[src/sv/irr_pkg.sv]
// ----------------------------------------------------------------------------
// irr_pkg
// Shared types and constants of the IRQ redirection router.
// ----------------------------------------------------------------------------
package irr_pkg;

  typedef enum logic [1:0] {
    CMD_ADD_CTRL = 2'd0,
    CMD_ADD_OVR  = 2'd1,
    CMD_SET_IRQ  = 2'd2,
    CMD_MASK_IRQ = 2'd3
  } cmd_e;

  typedef enum logic [1:0] {
    ST_IDLE,
    ST_SEARCH,
    ST_EMIT
  } state_e;

  localparam int unsigned CtrlIdxW   = 3;
  localparam int unsigned RegIdxW    = 10;
  localparam int unsigned EntriesW   = 9;
  localparam int unsigned OffsetW    = 8;
  localparam logic [RegIdxW-1:0] TableStart = 10'd16;
  localparam int unsigned MaskBit    = 16;
  localparam int unsigned PolBit     = 13;
  localparam int unsigned TrigBit    = 15;
  localparam int unsigned DestShift  = 24;

  typedef enum logic {
    KIND_WRITE = 1'b0,
    KIND_SET   = 1'b1
  } kind_e;

  typedef struct packed {
    logic                active;
    logic                found;
    logic [31:0]         gsi;
    logic [CtrlIdxW-1:0] idx;
    logic [OffsetW-1:0]  offset;
  } token_t;

  typedef struct packed {
    logic                en;
    logic [31:0]         base;
    logic [EntriesW-1:0] entries;
  } ctrl_wr_t;

endpackage

[src/sv/irr_override_table.sv]
// ----------------------------------------------------------------------------
// irr_override_table
// Remapping table for low IRQ numbers with polarity and trigger flags.
// ----------------------------------------------------------------------------
module irr_override_table
  import irr_pkg::*;
#(
  parameter int unsigned OVERRIDE_DEPTH = 16
) (
  input  logic        clk_i,
  input  logic        rst_ni,
  input  logic        wr_en_i,
  input  logic [7:0]  wr_irq_i,
  input  logic [31:0] wr_gsi_i,
  input  logic [15:0] wr_flags_i,
  input  logic [7:0]  rd_irq_i,
  output logic [31:0] rd_gsi_o,
  output logic [15:0] rd_flags_o
);

  localparam int unsigned IdxW = (OVERRIDE_DEPTH > 1) ? $clog2(OVERRIDE_DEPTH) : 1;

  logic [OVERRIDE_DEPTH-1:0] valid_q;
  logic [31:0]               gsi_q   [OVERRIDE_DEPTH];
  logic [15:0]               flags_q [OVERRIDE_DEPTH];

  logic            wr_in_range;
  logic            rd_in_range;
  logic [IdxW-1:0] wr_idx;
  logic [IdxW-1:0] rd_idx;

  assign wr_in_range = {1'b0, wr_irq_i} < 9'(OVERRIDE_DEPTH);
  assign rd_in_range = {1'b0, rd_irq_i} < 9'(OVERRIDE_DEPTH);
  assign wr_idx      = wr_irq_i[IdxW-1:0];
  assign rd_idx      = rd_irq_i[IdxW-1:0];

  always_ff @(posedge clk_i or negedge rst_ni) begin
    if (!rst_ni) begin
      valid_q <= '0;
    end else if (wr_en_i && wr_in_range) begin
      valid_q[wr_idx] <= 1'b1;
    end
  end

  always_ff @(posedge clk_i) begin
    if (wr_en_i && wr_in_range) begin
      gsi_q[wr_idx]   <= wr_gsi_i;
      flags_q[wr_idx] <= wr_flags_i;
    end
  end

  always_comb begin
    rd_gsi_o   = {24'b0, rd_irq_i};
    rd_flags_o = '0;
    if (rd_in_range && valid_q[rd_idx]) begin
      rd_gsi_o   = gsi_q[rd_idx];
      rd_flags_o = flags_q[rd_idx];
    end
  end

endmodule

[src/sv/irr_cell.sv]
// ----------------------------------------------------------------------------
// irr_cell
// One controller slot: holds a GSI range and checks the passing search token.
// ----------------------------------------------------------------------------
module irr_cell
  import irr_pkg::*;
#(
  parameter int unsigned CELL_IDX = 0
) (
  input  logic     clk_i,
  input  logic     rst_ni,
  input  ctrl_wr_t wr_i,
  input  logic     enabled_i,
  input  token_t   token_i,
  output token_t   token_o
);

  logic [31:0]         base_q;
  logic [EntriesW-1:0] entries_q;
  token_t              token_q;
  token_t              token_d;
  logic [32:0]         diff;
  logic                hit;

  always_ff @(posedge clk_i) begin
    if (wr_i.en) begin
      base_q    <= wr_i.base;
      entries_q <= wr_i.entries;
    end
  end

  assign diff = {1'b0, token_i.gsi} - {1'b0, base_q};
  assign hit  = enabled_i && !diff[32] && (diff[31:0] < {23'b0, entries_q});

  always_comb begin
    token_d = token_i;
    if (token_i.active && !token_i.found && hit) begin
      token_d.found  = 1'b1;
      token_d.idx    = CtrlIdxW'(CELL_IDX);
      token_d.offset = diff[OffsetW-1:0];
    end
  end

  always_ff @(posedge clk_i or negedge rst_ni) begin
    if (!rst_ni) begin
      token_q <= '0;
    end else begin
      token_q <= token_d;
    end
  end

  assign token_o = token_q;

endmodule

[src/sv/irq_redirection_router_unit.sv]
// ----------------------------------------------------------------------------
// irq_redirection_router_unit
// Routes legacy IRQs to redirection-table register accesses of stored
// interrupt controllers.
// ----------------------------------------------------------------------------
// The input channel carries commands. A transfer takes place when in_valid_i
// is high and in_stall_o is low. Add-controller and add-override commands are
// absorbed in the cycle of their transfer and the block is ready again in the
// next cycle. Set-irq and mask-irq commands, taken while at least one
// controller is stored, send a search token through a chain of
// MAX_CONTROLLERS cells, one cell per cycle. Once the token leaves the
// last cell with a route, the accesses (three for a set, one for a mask)
// leave through an output register, one per cycle while out_stall_i is
// low. After a command without a route the block is idle with no access;
// one taken with no controller stored is dropped. While the receiver stalls,
// the pending access holds its value and the remaining accesses wait. Reset
// empties the controller list and restores the identity override mapping.
// ----------------------------------------------------------------------------
module irq_redirection_router_unit
  import irr_pkg::*;
#(
  parameter int unsigned MAX_CONTROLLERS = 8,
  parameter int unsigned OVERRIDE_DEPTH  = 16
) (
  input  logic                clk_i,
  input  logic                rst_ni,
  input  logic                in_valid_i,
  output logic                in_stall_o,
  input  logic [1:0]          command_i,
  input  logic [7:0]          irq_i,
  input  logic [7:0]          vector_i,
  input  logic [7:0]          dest_id_i,
  input  logic [31:0]         gsi_value_i,
  input  logic [15:0]         override_flags_i,
  input  logic [31:0]         version_word_i,
  output logic                out_valid_o,
  input  logic                out_stall_i,
  output logic [CtrlIdxW-1:0] controller_index_o,
  output logic [RegIdxW-1:0]  register_index_o,
  output logic [31:0]         write_data_o,
  output logic                access_kind_o,
  output logic                last_o
);

  localparam int unsigned CntW = $clog2(MAX_CONTROLLERS + 1);

  state_e state_q, state_d;
  cmd_e   cmd;
  logic   accept;
  logic   launch;

  logic [CntW-1:0] count_q;
  logic            add_ctrl;
  logic            add_ovr;

  logic [31:0] ovr_gsi;
  logic [15:0] ovr_flags;

  token_t tokens [MAX_CONTROLLERS+1];

  logic                is_mask_q;
  logic [31:0]         low_q;
  logic [7:0]          dest_q;
  logic [CtrlIdxW-1:0] idx_q;
  logic [RegIdxW-1:0]  reg_q;
  logic [1:0]          beat_q, beat_d;
  logic                route_en;

  logic                out_valid_q, out_valid_d;
  logic                out_load;
  logic [CtrlIdxW-1:0] out_idx_q;
  logic [RegIdxW-1:0]  out_reg_q, out_reg_d;
  logic [31:0]         out_data_q, out_data_d;
  kind_e               out_kind_q, out_kind_d;
  logic                out_last_q, out_last_d;

  assign cmd        = cmd_e'(command_i);
  assign in_stall_o = (state_q != ST_IDLE);
  assign accept     = in_valid_i && !in_stall_o;
  assign add_ctrl   = accept && (cmd == CMD_ADD_CTRL);
  assign add_ovr    = accept && (cmd == CMD_ADD_OVR);
  assign launch     = accept && (cmd == CMD_SET_IRQ || cmd == CMD_MASK_IRQ) &&
                      (count_q != '0);

  irr_override_table #(
    .OVERRIDE_DEPTH(OVERRIDE_DEPTH)
  ) u_override (
    .clk_i,
    .rst_ni,
    .wr_en_i   (add_ovr),
    .wr_irq_i  (irq_i),
    .wr_gsi_i  (gsi_value_i),
    .wr_flags_i(override_flags_i),
    .rd_irq_i  (irq_i),
    .rd_gsi_o  (ovr_gsi),
    .rd_flags_o(ovr_flags)
  );

  always_ff @(posedge clk_i or negedge rst_ni) begin
    if (!rst_ni) begin
      count_q <= '0;
    end else if (add_ctrl && (count_q < CntW'(MAX_CONTROLLERS))) begin
      count_q <= count_q + 1'b1;
    end
  end

  always_comb begin
    tokens[0]        = '0;
    tokens[0].active = launch;
    tokens[0].gsi    = ovr_gsi;
  end

  for (genvar i = 0; i < MAX_CONTROLLERS; i++) begin : g_cell
    ctrl_wr_t wr;
    logic     enabled;

    assign enabled    = CntW'(i) < count_q;
    assign wr.en      = add_ctrl && (count_q == CntW'(i));
    assign wr.base    = gsi_value_i;
    assign wr.entries = {1'b0, version_word_i[23:16]} + 9'd1;

    irr_cell #(
      .CELL_IDX(i)
    ) u_cell (
      .clk_i,
      .rst_ni,
      .wr_i     (wr),
      .enabled_i(enabled),
      .token_i  (tokens[i]),
      .token_o  (tokens[i+1])
    );
  end

  always_ff @(posedge clk_i) begin
    if (launch) begin
      is_mask_q <= (cmd == CMD_MASK_IRQ);
      dest_q    <= dest_id_i;
      low_q     <= {16'b0, (ovr_flags[3:2] == 2'b11), 1'b0, (ovr_flags[1:0] == 2'b11),
                    5'b0, vector_i};
    end
    if (route_en) begin
      idx_q <= tokens[MAX_CONTROLLERS].idx;
      reg_q <= TableStart + {1'b0, tokens[MAX_CONTROLLERS].offset, 1'b0};
    end
  end

  assign out_load = !out_valid_q || !out_stall_i;

  always_comb begin
    state_d     = state_q;
    beat_d      = beat_q;
    route_en    = 1'b0;
    out_valid_d = out_valid_q && out_stall_i;
    out_reg_d   = reg_q;
    out_data_d  = low_q;
    out_kind_d  = KIND_WRITE;
    out_last_d  = 1'b0;
    unique case (state_q)
      ST_IDLE: begin
        if (launch) begin
          state_d = ST_SEARCH;
        end
      end
      ST_SEARCH: begin
        beat_d = 2'd0;
        if (tokens[MAX_CONTROLLERS].active) begin
          if (tokens[MAX_CONTROLLERS].found) begin
            route_en = 1'b1;
            state_d  = ST_EMIT;
          end else begin
            state_d = ST_IDLE;
          end
        end
      end
      ST_EMIT: begin
        if (is_mask_q) begin
          out_data_d = 32'b1 << MaskBit;
          out_kind_d = KIND_SET;
          out_last_d = 1'b1;
        end else begin
          case (beat_q)
            2'd0: begin
              out_data_d = low_q | (32'b1 << MaskBit);
            end
            2'd1: begin
              out_reg_d  = reg_q + 1'b1;
              out_data_d = {24'b0, dest_q} << DestShift;
            end
            default: begin
              out_last_d = 1'b1;
            end
          endcase
        end
        if (out_load) begin
          out_valid_d = 1'b1;
          beat_d      = beat_q + 1'b1;
          if (out_last_d) begin
            state_d = ST_IDLE;
          end
        end
      end
      default: begin
        state_d = ST_IDLE;
      end
    endcase
  end

  always_ff @(posedge clk_i or negedge rst_ni) begin
    if (!rst_ni) begin
      state_q     <= ST_IDLE;
      beat_q      <= 2'd0;
      out_valid_q <= 1'b0;
    end else begin
      state_q     <= state_d;
      beat_q      <= beat_d;
      out_valid_q <= out_valid_d;
    end
  end

  always_ff @(posedge clk_i) begin
    if (state_q == ST_EMIT && out_load) begin
      out_idx_q  <= idx_q;
      out_reg_q  <= out_reg_d;
      out_data_q <= out_data_d;
      out_kind_q <= out_kind_d;
      out_last_q <= out_last_d;
    end
  end

  assign out_valid_o        = out_valid_q;
  assign controller_index_o = out_idx_q;
  assign register_index_o   = out_reg_q;
  assign write_data_o       = out_data_q;
  assign access_kind_o      = out_kind_q;
  assign last_o             = out_last_q;

endmodule

[config.mk]
export PLATFORM = sky130hd
export DESIGN_NAME = irq_redirection_router_unit
export DESIGN_NICKNAME = d
export VERILOG_FILES = /design/src/sv/irr_pkg.sv /design/src/sv/irr_override_table.sv /design/src/sv/irr_cell.sv /design/src/sv/irq_redirection_router_unit.sv
export SDC_FILE = /design/constraint.sdc
export NUM_CORES = 2
export LEC_CHECK = 0
export BUFFER_PORTS_ARGS = -buffer_cell sky130_fd_sc_hd__buf_2
export CORE_AREA = 2 2 375 377
export DETAILED_ROUTE_END_ITERATION = 8
export DIE_AREA = 0 0 377 379
export PLACE_DENSITY = 0.7
export SLEW_MARGIN = 0
export SYNTH_ARGS = -nofsm -noshare
export SYNTH_HDL_FRONTEND = slang
export SYNTH_SLANG_ARGS = --single-unit
[constraint.sdc]
create_clock -name clk_i -period 7.45 [get_ports clk_i]
set_input_delay 1.1175 -clock clk_i [delete_from_list [all_inputs] [get_ports clk_i]]
set_output_delay 1.1175 -clock clk_i [all_outputs]
set_load 0.05 [all_outputs]
==> reports/qor.csv <==
stage;metric;value;unit
run_status;status;completed;
floorplan;io_pins;159;
pwr;pwr-share-comb;6.1;%
global_route;grt_pass1_wl;247;mm
critical_path;r2r_cells;21;
hold_path;worstHoldPathCells;0;
critical_path;critPathKind;reg -> reg;
pwr;p_int;12100;µW
final_layout;drive_gt1_share;13.9;%
pwr;p_leak;0.0275;µW
clocking;cts-hold-fix-buffers;0;
global_route;grt_pass1_vias;40000;
clocking;numCtsBuffers;135;
logic_synthesis;synth_ff_type;edfxtp_1;
floorplan;initial_core_util;44.7;%
logic_synthesis;ys_ff_latch;1315;
critical_path;crit_fanout;9;
critical_path;crit_required;8.11;ns
clocking;h-tree-depth;4;
clocking;postCtsSetupBuffers;0;
sta;setup_violations;0;
clocking;clock-sinks;1315;
critical_path;endpoint_kind;flop;
floorplan;die_h;379;µm
global_route;track_usage;23.0;%
logic_synthesis;ys_types;93;
pwr;peakVddDrop;0.322;mV
logic_synthesis;yosysSeqAreaShare;60.8;%
pwr;p_seq_share;50.8;%
route;drtIter0Drc;3435;
sta;max_freq;161;MHz
pwr;swShare;23.2;%
place;dpl_cell_area;64900;µm²
final_layout;final_area;69500;µm²
route;vias;39500;
sta;setup_tns;0;ns
clocking;cts_resized;0;
critical_path;ff2ff_setup_slack;1.22;ns
sta;slew_headroom;20.9;%
sta;setup_ws;1.22;ns
critical_path;cp-start-kind;flop;
sta;hold_viol_final;0;
hold_path;hold_end;g_cell[6].u_cell.token_o[44];
hold_path;min_from;g_cell[5].u_cell.token_o[44];
logic_synthesis;yosys_warnings;0;
floorplan;die_w;377;µm
sta;tightestPinTransition;1.19;ns
sta;fin_skew;0.0379;ns
sta;period_share;83.6;%
global_route;grt_antenna_before_repair;11;
logic_synthesis;syn_area;62100;µm²
job;maxCapViolCount;0;
place;dpl.hpwl;114;mm
hold_path;hold_path.class;reg -> reg;
floorplan;core;139000;µm²
route;wire_per_inst;24.2;µm
final_layout;final_nets;5290;
sta;drv_slew;0;
place;dp.cells;6515;
place;portBuffers;109;
floorplan;dieArea;143000;µm²
place;place_congestion;0.944;
logic_synthesis;synth_edf_count;969;
sta;rsz0062_at_grt;false;
final_layout;final_cells;6771;
global_route;grt_use_met2;39.9;%
route;avgViaCountPerCell;5.84;
route;totalWireLength;164;mm
floorplan;core.rowCount;137;
logic_synthesis;synthCells;4688;
final_layout;post-route-util;50.0;%
critical_path;reg2reg_from;g_cell[2].u_cell.token_o[11];
critical_path;regToRegEndpoint;g_cell[3].u_cell.token_o[2];
critical_path;arrival;6.89;ns
global_route;grt_overflow;0;
route;postRouteAntennaNets;0;
place;preCtsSetupSlack;0.539;ns
clocking;clk_latency;0.79;ns
pwr;pwr-share-clk;43.1;%
global_route;grt_max_degree;144;
global_route;grt_use_met3;3.04;%
global_route;use_met1;29.5;%
route;drtPass1Iterations;6;
route;drcViolationCount;0;
pwr;power_per_cell_area;228;nW/µm²
final_layout;area_growth;11.9;%
global_route;busiest_layer;met2;
sta;period_minus_slack;6.23;ns
clocking;path_clk_slew;0.06;ns
clocking;cts_root_buf;clkbuf_16;
clocking;tritoncts;done;
pwr;netSwitchingPower;3680;µW
logic_synthesis;ys_async_sr_fraction;26.3;%
clocking;cts_buffer_depth;3;
logic_synthesis;syn_area_per_cell;13.2;µm²
## synth_stat cells (24+ instances only)
cell type / count / area (µm²)
a211oi_1: 46 / 345
a21o_1: 72 / 541
a21oi_1: 301 / 1510
a31oi_1: 38 / 238
and2_1: 40 / 250
and3_1: 44 / 275
clkbuf_1: 107 / 402
dfrtp_1: 346 / 8660
edfxtp_1: 969 / 29100
ha_1: 327 / 4090
inv_1: 419 / 1570
mux2_2: 51 / 574
mux2i_1: 36 / 360
mux4_2: 164 / 3690
nand2_1: 284 / 1070
nand2b_1: 42 / 263
nand3_1: 72 / 360
nand4_1: 69 / 432
nor2_1: 233 / 875
nor2b_1: 38 / 238
nor3_1: 61 / 305
nor4_1: 40 / 250
o211ai_1: 42 / 315
o21a_1: 68 / 510
o21ai_0: 181 / 906
o21bai_1: 30 / 225
o31ai_1: 24 / 180
or2_2: 36 / 225
xnor2_1: 88 / 771
xor2_1: 49 / 429
## placed cells by master (no fill, tap or decap), drive strengths merged, types with 46 or more instances in the layout
cell type	count
edfxtp	969
inv	431
dfrtp	346
ha	327
a21oi	302
nand2	284
nor2	234
clkbuf	186
o21ai	183
mux4	164
buf	161
xnor2	88
a21o	72
nand3	72
nand4	69
o21a	68
nor3	61
mux2	56
xor2	49
a211oi	46
## critical path, cell delays in order, from the launching register on
cell and delay, ns:
dfrtp_1 0.40, inv_1 0.07, ha_1 0.18, inv_1 0.06, fa_1 0.41, a211oi_1 0.22
o21bai_1 0.26, a21oi_1 0.31, o21bai_1 0.13, a21oi_1 0.20, xnor2_1 0.10, ha_1 0.18
or3b_2 0.56, a221oi_1 0.29, o2111ai_1 0.16, nor4_1 0.18, o211ai_1 0.15, or4_1 0.50
nor4_1 0.25, o2111ai_1 0.22, nor4_4 0.83, mux2_2 0.43
## registers in the layout, indices dropped and copies added, names as in the netlist, 2 cells and up
name                     cells
register_index_o            10
idx_q                        3
controller_index_o           3
count_q                      4
low_q                       10
g_cell.u_cell.base_q       256
state_q                      2
reg_q                        9
u_override.flags_q          64
u_override.gsi_q           512
u_override.valid_q          16
beat_q                       2
write_data_o                19
dest_q                       8
g_cell.u_cell.token_o      321
g_cell.u_cell.entries_q     72
## cell type report
cell class	instances	area [µm²]
multi-input combinational	2812	22400
antenna	4	10.0
inverter	420	1580
tap	1807	2260
sequential	1315	37800
fill	11700	69400
timing repair buffer	161	987
clock buffer	186	3790
clock inverter	66	746
## how the worst max path moves through the flow
stage,to,from,depth (start not counted)
2_1_floorplan,g_cell[0].u_cell.token_o[0],irq_i[0],22
3_3_place_gp,g_cell[0].u_cell.token_o[0],irq_i[0],21
3_5_place_dp,g_cell[0].u_cell.token_o[0],irq_i[0],22
4_1_cts,g_cell[3].u_cell.token_o[2],g_cell[2].u_cell.token_o[11],21
5_1_grt,g_cell[0].u_cell.token_o[0],irq_i[0],22
6_report,g_cell[3].u_cell.token_o[2],g_cell[2].u_cell.token_o[11],21
## metal layers
layer  routed length, µm  share of wire, %
met1               67300                41
met2               81600                50
met3                8880               5.4
met4                6030               3.7
met5                   0                 0
## power by group through the flow
stage	logic, µW	clock network [µW]	registers [µW]
finish	967	6830	8030
global route	1050	7240	8040
CTS	973	6930	8030
detailed placement	967	0	8180
global placement	947	0	8180
floorplan	590	0	8150
## cells by family after synthesis
kind of cell               share of synthesized area [%]
muxes                                               7.57
buffers and inverters                               3.59
adders and majority gates                           6.84
AOI/OAI and AO/OA                                   10.8
and+or+nand+nor                                     8.47
DFF                                                 60.8
other                                            0.00604
xor gates and xnor gates                            1.93
## stage by stage
stage / power [µW] / hold WS (ns)
5_1_grt: 16300 / 0.370
2_1_floorplan: 8740 / 0.346
4_1_cts: 15900 / 0.351
3_5_place_dp: 9150 / 0.353
3_3_place_gp: 9130 / 0.349
6_report: 15800 / 0.366
Note: power is estimated with default switching activity, not from simulation.
